<file path="config.mk">
export PLATFORM = sky130hd
export DESIGN_NAME = mp2w_ctrl
export DESIGN_NICKNAME = d
export VERILOG_FILES = /design/src/rtl/mp2w_pkg.sv /design/src/rtl/mp2w_ctrl.sv
export SDC_FILE = /design/constraint.sdc
export NUM_CORES = 1
export LEC_CHECK = 0
export BUFFER_PORTS_ARGS = -buffer_cell sky130_fd_sc_hd__buf_2
export CORE_AREA = 4 4 41 43
export CTS_BUF_LIST = sky130_fd_sc_hd__clkbuf_16
export CTS_CLUSTER_DIAMETER = 200
export DETAILED_ROUTE_END_ITERATION = 8
export DIE_AREA = 0 0 45 47
export GPL_TIMING_DRIVEN = 0
export PLACE_DENSITY = 0.34
export SYNTH_ARGS = -nofsm -noshare
export SYNTH_HDL_FRONTEND = slang
export SYNTH_SLANG_ARGS = --single-unit
</file>
<file path="constraint.sdc">
create_clock -name clock -period 1.89 [get_ports clock]
set_input_delay 0.189 -clock clock [delete_from_list [all_inputs] [get_ports clock]]
set_output_delay 0.189 -clock clock [all_outputs]
set_load 0.03 [all_outputs]
</file>
<file path="src/rtl/mp2w_pkg.sv">
// Shared package for the 2-D max pooling window block.
// Holds field widths, register reset values, register indexes, FSM state and
// the command/status structs between controller and datapath. No dependencies.
`default_nettype none

package mp2w_pkg;

   localparam int PIXEL_BITS_DEF = 32;
   localparam int MAX_WIDTH_DEF  = 1024;
   localparam int MAX_WINDOW_DEF = 8;
   localparam int MAX_HEIGHT     = 1024;

   localparam int PIXEL_W    = 32;
   localparam int POOL_W     = 31;
   localparam int POS_W      = 10;
   localparam int DIM_W      = 11;
   localparam int WIN_W      = 4;
   localparam int CSR_IDX_W  = 2;
   localparam int CSR_DATA_W = 11;

   localparam logic [DIM_W-1:0] FRAME_WIDTH_RST  = 11'd1024;
   localparam logic [DIM_W-1:0] FRAME_HEIGHT_RST = 11'd1024;
   localparam logic [WIN_W-1:0] WINDOW_SIZE_RST  = 4'd2;
   localparam logic [WIN_W-1:0] STRIDE_RST       = 4'd2;

   typedef enum logic [CSR_IDX_W-1:0] {
      CSR_FRAME_WIDTH  = 2'd0,
      CSR_FRAME_HEIGHT = 2'd1,
      CSR_WINDOW_SIZE  = 2'd2,
      CSR_STRIDE       = 2'd3
   } csr_index_type;

   typedef enum logic [1:0] {
      ST_IDLE,
      ST_SCAN,
      ST_DRAIN,
      ST_FINISH
   } state_type;

   typedef struct packed {
      logic accept;
      logic scan;
      logic load_out;
   } ctrl_cmd_type;

   typedef struct packed {
      logic hit;
      logic scan_last;
      logic out_free;
   } dp_status_type;

endpackage

`default_nettype wire

</file>
<file path="src/rtl/mp2w_ctrl.sv">
// Controller FSM for the max pooling window block.
// Depends on mp2w_pkg; drives the datapath through ctrl_cmd_type.
`default_nettype none

module mp2w_ctrl (
   input  wire logic                   clock,
   input  wire logic                   reset,
   input  wire logic                   req_valid,
   output logic                        req_stall,
   input  wire mp2w_pkg::dp_status_type status,
   output mp2w_pkg::ctrl_cmd_type      cmd
);

   import mp2w_pkg::*;

   state_type state_ff;
   state_type state_in;

   always_ff @(posedge clock) begin
      if (reset) begin
         state_ff <= ST_IDLE;
      end else begin
         state_ff <= state_in;
      end
   end

   always_comb begin
      state_in  = state_ff;
      cmd       = '0;
      req_stall = 1'b1;
      case (state_ff)
         ST_IDLE: begin
            req_stall = 1'b0;
            if (req_valid) begin
               cmd.accept = 1'b1;
               if (status.hit) begin
                  state_in = ST_SCAN;
               end
            end
         end
         ST_SCAN: begin
            cmd.scan = 1'b1;
            if (status.scan_last) begin
               state_in = ST_DRAIN;
            end
         end
         ST_DRAIN: begin
            state_in = ST_FINISH;
         end
         ST_FINISH: begin
            if (status.out_free) begin
               cmd.load_out = 1'b1;
               state_in     = ST_IDLE;
            end
         end
         default: begin
            state_in = ST_IDLE;
         end
      endcase
   end

endmodule

`default_nettype wire

</file>
# Yosys cells after proc, flatten, opt, wreduce, memory -nomap -nowiden
# Cells that the tools add are included.
# W data, S select, Z words.
[totals] reg_bits=2
[op_classes] n_eq_ne=7 n_reduce_logical=2 n_mux=11
[op_table] operator="$mux W2" n=4
[op_table] operator="$ne A2 B2 Y1 const B" n=4
[op_table] operator="$pmux W2 S4" n=1
[op_table] operator="$mux W1" n=6
[op_table] operator="$eq A2 B2 Y1 const B" n=2
[op_table] operator="$reduce_and A4 Y1" n=1
[op_table] operator="$eq A2 B1 Y1 const B" n=1
[op_table] operator="$logic_not A2 Y1" n=1

# Logic depth before layout (Yosys ltp)
# Gate-level depths: netlist (run 1).
[depth] ltp_word=3 mapped_depth=4 ltp_nobuf=4

# Least setup slack after synthesis (run 1)
# OpenSTA, ideal clock, no wires.
[synth_timing] kind="reg2reg" from="register state_ff[1]" to="register state_ff[0]" setup_slack_ns=0.429 t_arrival_ns=1.389 path_buffers=0 path_stages_with_launch=5 synth_period_minus_slack_ns=1.461 required_time_ns=1.818 setup_ns=0.072 cell_sequence="dfxtp_1 -> inv_1 -> ha_1 -> a222oi_1 -> mux2i_1"
[synth_between] elab_chain_cells=3 word_cells_on_any_way=10 classes_between="eq/ne (7); mux (1); reduce/logical (2)"
[synth_rtl] element="start, declared" line="mp2w_ctrl.sv:16" text="state_type state_ff;"
[synth_rtl] element="start signal, assigned" line="mp2w_ctrl.sv:23" text="state_ff <= state_in;"
[synth_rtl] element="$eq A2 B1 Y1 (tied with other cells)" line="mp2w_ctrl.sv:31" text="case (state_ff)"
[synth_rtl] element="$ne A2 B2 Y1 (no line)"
[synth_rtl] element="$reduce_and A4 Y1 (no line)"
# Several ways; a longest one is shown, not always the timed one.
# A chain may end at the register's enable or synchronous reset.

# Worst setup path in the final report (run 1)
[layout_timing] from="register state_ff[0]" to="register state_ff[0]"
# Same word-level chain as after synthesis.

==> results of run 1 <==
[final cells by class]
cell class,instances,area (um^2),area share (%)
inverters,5,18.77,5.618
multi-input cells,15,136.4,40.82
flip-flops and latches,2,40.04,11.99
well taps,15,18.77,5.618
clock buffers,3,75.07,22.47
repair buffers,9,45.04,13.48
[synthesized netlist by cell type (all sizes together)]
master,n
ha,5
nand2,1
dfxtp,2
o21bai,1
nand2b,3
mux2i,2
and2,2
a222oi,1
inv,5
[path summary, 6_finish.rpt]
path / to / slack, ns
hold / removal: state_ff[1] / 0.27
setup / recovery: state_ff[0] / 0.42
setup reg to reg: state_ff[0] / 0.42
hold reg to reg: state_ff[1] / 0.52
[metrics by stage]
| stage | total power, mW | std cells |
|---|---|---|
| after floorplan | 0.2506 | 22 |
| after global placement | 0.3094 | 46 |
| after detailed placement | 0.3130 | 46 |
| after CTS | 0.6346 | 49 |
| after global routing | 0.6660 | 49 |
| final | 0.6229 | 49 |
[cell families after synthesis]
family	share of synthesized area (%)
simple gates	18.59
buf+inv	9.616
fa+ha+maj	32.05
compound gates	8.976
mux	10.26
flops	20.51
[report_power, final]
| group | total (mW) | internal [mW] | switching (mW) | leakage [nW] |
|---|---|---|---|---|
| Clock | 0.315 | 0.269 | 0.0460 | 0.0370 |
| Sequential | 0.0785 | 0.0598 | 0.0187 | 0.0165 |
| Combinational | 0.229 | 0.0855 | 0.144 | 0.130 |
[critical path, cell delays in order (launching register included)]
cell and delay, ns:
dfxtp_1 0.38, inv_1 0.10, ha_1 0.23, a222oi_1 0.44, mux2i_1 0.24
[layer usage]
metal  global-route usage [%]  wire, um
met5                        0         0
met4                    7.018        10
met3                    3.448        73
met2                    6.497       148
met1                    5.656       207
[cell usage in the layout, fill, tap and decap left out]
cell type and n:
buf_2 9, inv_1 5, ha_1 5, nand2b_1 3
clkbuf_16 3, mux2i_1 2, dfxtp_1 2, and2_2 1
and2_1 1, nand2_1 1, a222oi_1 1, o21bai_1 1
==> run_results.csv, run 1 <==
group,metric,value,unit
outcome,status,"finished, final reports clean",
yosys,synth-seq-area-share,20.51,%
routing,drc,0,
hold_path,hold_start,"reset",
grt,overflow,0,
finish,fill_cells,150,
placement,io_buffers,9,
worst_setup_path,r2r_start,"state_ff[0]",
routing,dr.pass1.iters,4,
sta,hold_viol,0,
sta,setup_viol,0,
floorplan,row_count,13,
sta,slew_viol_final,0,
yosys,yosys.area.top_type_share,32.05,%
worst_setup_path,endpoint_kind,"flop",
sta,fmax,678.4,MHz
worst_setup_path,cp.required,2.03,ns
sta,layout_setup_ws,0.4158,ns
clock_tree,clockBufferDepth,2,
pwr,pwr_density_cell,1864,nW/um^2
yosys,ys_types,10,
grt,antenna_found_initial,0,
clock_tree,cts_tree,"built",
floorplan,die_w,45,um
routing,ant_nets,0,
yosys,synth_area_leaders,"ha_1 32%, dfxtp_1 21%, mux2i_1 10%",
grt,grt_pass1_wl,717,um
floorplan,die_area,2115,um^2
worst_setup_path,critPathKind,"flop to flop",
yosys,ys_warn_count,0,
worst_setup_path,critPathArrivalTime,1.62,ns
clock_tree,clock_latency,0.22,ns
clock_tree,cts_hold_buf,0,
clock_tree,cts.sinks,2,
yosys,ys_seq_elements,2,
worst_setup_path,startpoint,"state_ff[0]",
grt,grt_max_degree,5,
sta,final.period_utilization,78.00,%
sta,tightest_slew,0.5128,ns
worst_setup_path,crit_path_max_fanout,4,
hold_path,worst_hold_path.num_cells,3,
placement,place_ws,0.3982,ns
floorplan,core-area,1301,um^2
finish,finalNetCount,47,
finish,fin_area,334.1,um^2
grt,grt.total_usage,5.442,%
finish,reg_top3,"state_ff (2)",
routing,finalWirelength,440,um
worst_setup_path,start_kind,"flop",
clock_tree,clkTransAtPathRegs,0.03,ns
yosys,syn_area_per_cell,8.872,um^2
yosys,synthCells,22,
finish,drive_gt1_share,38.24,%
sta,slew_headroom,65.82,%
sta,final.hold.worst_slack,0.2694,ns
floorplan,ios,10,
routing,vias,179,
placement,dpl_cell_area,259.0,um^2
pwr,cellLeakagePower,0.1833,nW
finish,largest_register,"state_ff",
sta,rsz0062_at_grt,"false",
finish,n_antenna_cell,0,
finish,largest_reg_flops,2,
worst_setup_path,rr_worst_depth,4,
sta,tns,0,ns
placement,gp_congestion,0.7453,
finish,finish.utilization,25.67,%
routing,drt-initial-drc-count,2,
routing,wire_per_inst,8.980,um
clock_tree,numCtsBuffers,3,
floorplan,initial_core_util,15.00,%
sta,min_period,1.474,ns
pwr,ir_drop,0.6712,mV
finish,area_delta_synth_final,71.15,%
clock_tree,cts-resized-gates,0,
yosys,syn_nets,33,
clock_tree,post-cts-setup-buffers,0,
clock_tree,h-tree-depth,1,
floorplan,die_h,47,um
hold_path,hp-class,"input port to flop",
yosys,syn_area,195.2,um^2
sta,skew,0.00009659,ns
yosys,yosys.area.top_type,"ha_1",
placement,dpl.hpwl,349.4,um
routing,avgViaCountPerCell,3.653,
job,drv_cap,0,
clock_tree,cts-root-buf,"clkbuf_16",
grt,grt_pass1_vias,186,
Power figures use the tool's default switching activity.
==> inputs of run 2 (changes only) <==
- PLACE_DENSITY: 0.34 -> 0.35
- clock period: 1.89 -> 1.3 ns (I/O delays scaled with it)
==> run 2 against run 1 <==
  * Clock-buffer cell count unchanged
  * Global-route usage up 0.23 points
  * Total power up 68%
  * Flip-flop and latch count unchanged
  * Final cell count up 6.1%
  * Core utilization up 5.1 points
  * Critical endpoint unchanged
  * Largest cell class unchanged
  * Critical path type unchanged
  * Maximum frequency up 14%
==> run_results.csv, run 2 (synthesized netlist as in run 1, its figures left out) <==
group,metric,value,unit
outcome,status,"finished, final reports clean",
sta,final.period_utilization,99.08,%
routing,drc,0,
pwr,pwr_density_cell,2615,nW/um^2
finish,fill_cells,149,
hold_path,hp-class,"input port to flop",
clock_tree,numCtsBuffers,3,
routing,drt-initial-drc-count,2,
worst_setup_path,crit_family,"flip-flops",
routing,dr.pass1.iters,4,
worst_setup_path,endpoint_kind,"flop",
finish,register_area,47.55,um^2
sta,rsz0062_at_grt,"true",
finish,multiInputGateArea,163.9,um^2
hold_path,worst_hold_path.num_cells,3,
finish,finish.utilization,30.77,%
sta,hold_viol,0,
grt,antenna_found_initial,0,
sta,tightest_slew,0.2632,ns
finish,stdcell_count,52,
worst_setup_path,path_buf_inv,2,
sta,tns,0,ns
worst_setup_path,cp.depth,5,
finish,fin_area,400.4,um^2
finish,largest_register,"state_ff",
sta,layout_setup_ws,0.01194,ns
floorplan,die_area,2115,um^2
grt,grt_max_degree,5,
placement,dpl.hpwl,355.4,um
routing,wl_met1,227,um
placement,dpl_cell_area,274.0,um^2
floorplan,row_count,13,
finish,reg_top3,"state_ff (2)",
routing,top_layer_used,"met3",
pwr,combPwrFrac,41.6,%
placement,dp.cells,46,
worst_setup_path,start_kind,"flop",
worst_setup_path,slowest_stage,"dfxtp_4",
routing,vias,195,
finish,area_delta_synth_final,105.1,%
finish,drive_gt1_share,62.16,%
pwr,seqPwrFrac,14.3,%
pwr,sw_frac_of_total,33.51,%
clock_tree,cts_tree,"built",
pwr,power.total,1.047,mW
job,drv_cap,0,
placement,place_ws,-0.1840,ns
worst_setup_path,cp.required,1.44,ns
clock_tree,clockBufferDepth,2,
placement,io_buffers,9,
finish,final_common_cell,"buf_2",
sta,min_period,1.288,ns
finish,largest_reg_flops,2,
clock_tree,clkTransAtPathRegs,0.03,ns
clock_tree,h-tree-depth,1,
pwr,pwr-share-clk,44.1,%
grt,grt_pass1_wl,772,um
routing,wire_per_inst,9.385,um
routing,avgViaCountPerCell,3.750,
worst_setup_path,max_stage_delay,0.36,ns
finish,finalNetCount,50,
pwr,cellLeakagePower,0.1993,nW
finish,n_antenna_cell,0,
sta,slew_headroom,82.45,%
worst_setup_path,critPathArrivalTime,1.42,ns
routing,met2RoutedLength,196,um
pwr,internal-power,0.6962,mW
sta,fmax,776.4,MHz
sta,setup_viol,0,
floorplan,initial_core_util,15.00,%
worst_setup_path,path_cells,"inv_4, ha_4, a222oi_1, buf_4, mux2i_1",
routing,finalWirelength,488,um
floorplan,die_w,45,um
finish,final_cell_mix,"8 x buf_2, 3 x inv_1, 3 x nand2b_1, 3 x clkbuf_16, 3 x buf_4",
routing,wl_met3,64,um
floorplan,die_h,47,um
grt,grt_pass1_vias,198,
routing,ant_nets,0,
grt,overflow,0,
sta,final.hold.worst_slack,0.1998,ns
worst_setup_path,critPathKind,"flop to flop",
sta,skew,0.002313,ns
clock_tree,cts.sinks,2,
grt,grt.total_usage,5.674,%
floorplan,core-area,1301,um^2
clock_tree,clock_latency,0.22,ns
sta,slew_viol_final,0,
clock_tree,cts-root-buf,"clkbuf_16",
worst_setup_path,crit_path_max_fanout,3,
worst_setup_path,rr_worst_depth,5,
pwr,ir_drop,0.9338,mV
pwr,switching_power,0.3508,mW
placement,gp_congestion,0.7355,
floorplan,ios,10,
run 2: changes by cell type in the layout (fill, tap and decap cells not counted), sizes merged:
cell	previous run	this run
buf	9	12
run 2: worst paths after layout:
| kind | to | slack (ns) | start |
|---|---|---|---|
| setup / recovery | state_ff[0] | 0.01 | state_ff[1] |
| setup reg to reg | state_ff[0] | 0.01 | state_ff[1] |
| hold / removal | state_ff[1] | 0.20 | reset |
| hold reg to reg | state_ff[0] | 0.54 | state_ff[0] |
run 2: metal layers:
metal / track usage (%) / vias to the layer above
li1: - / 101
met2: 7.345 / 10
met4: 7.018 / 0
met5: 0 / -
met3: 2.299 / 0
met1: 6.321 / 84
run 2: cell type report:
type / count / area share [%]
multi-input combinational: 15 / 40.94
clock buffer: 3 / 18.75
timing repair buffer: 12 / 18.44
sequential: 2 / 11.88
inverter: 5 / 5.312
tap: 15 / 4.688
run 2: what timing repair did:
item                                    CTS  global route
setup buffers                             1             2
gates resized for setup                   5             4
cloned                                    0             0
pin swaps                                 1             1
endpoints found under the setup margin    3             3
hold buffers                              0             0
run 2: power by group through the flow:
stage	logic [mW]	clock network [mW]	registers (mW)
3_3_place_gp	0.347	0	0.130
6_report	0.436	0.461	0.150
5_1_grt	0.480	0.478	0.157
2_1_floorplan	0.280	0	0.121
4_1_cts	0.392	0.472	0.145
3_5_place_dp	0.351	0	0.132
run 2: worst min-delay path, stage by stage:
cell,delay [ns]
buf_2,0.10
nand2b_1,0.09
mux2i_1,0.05
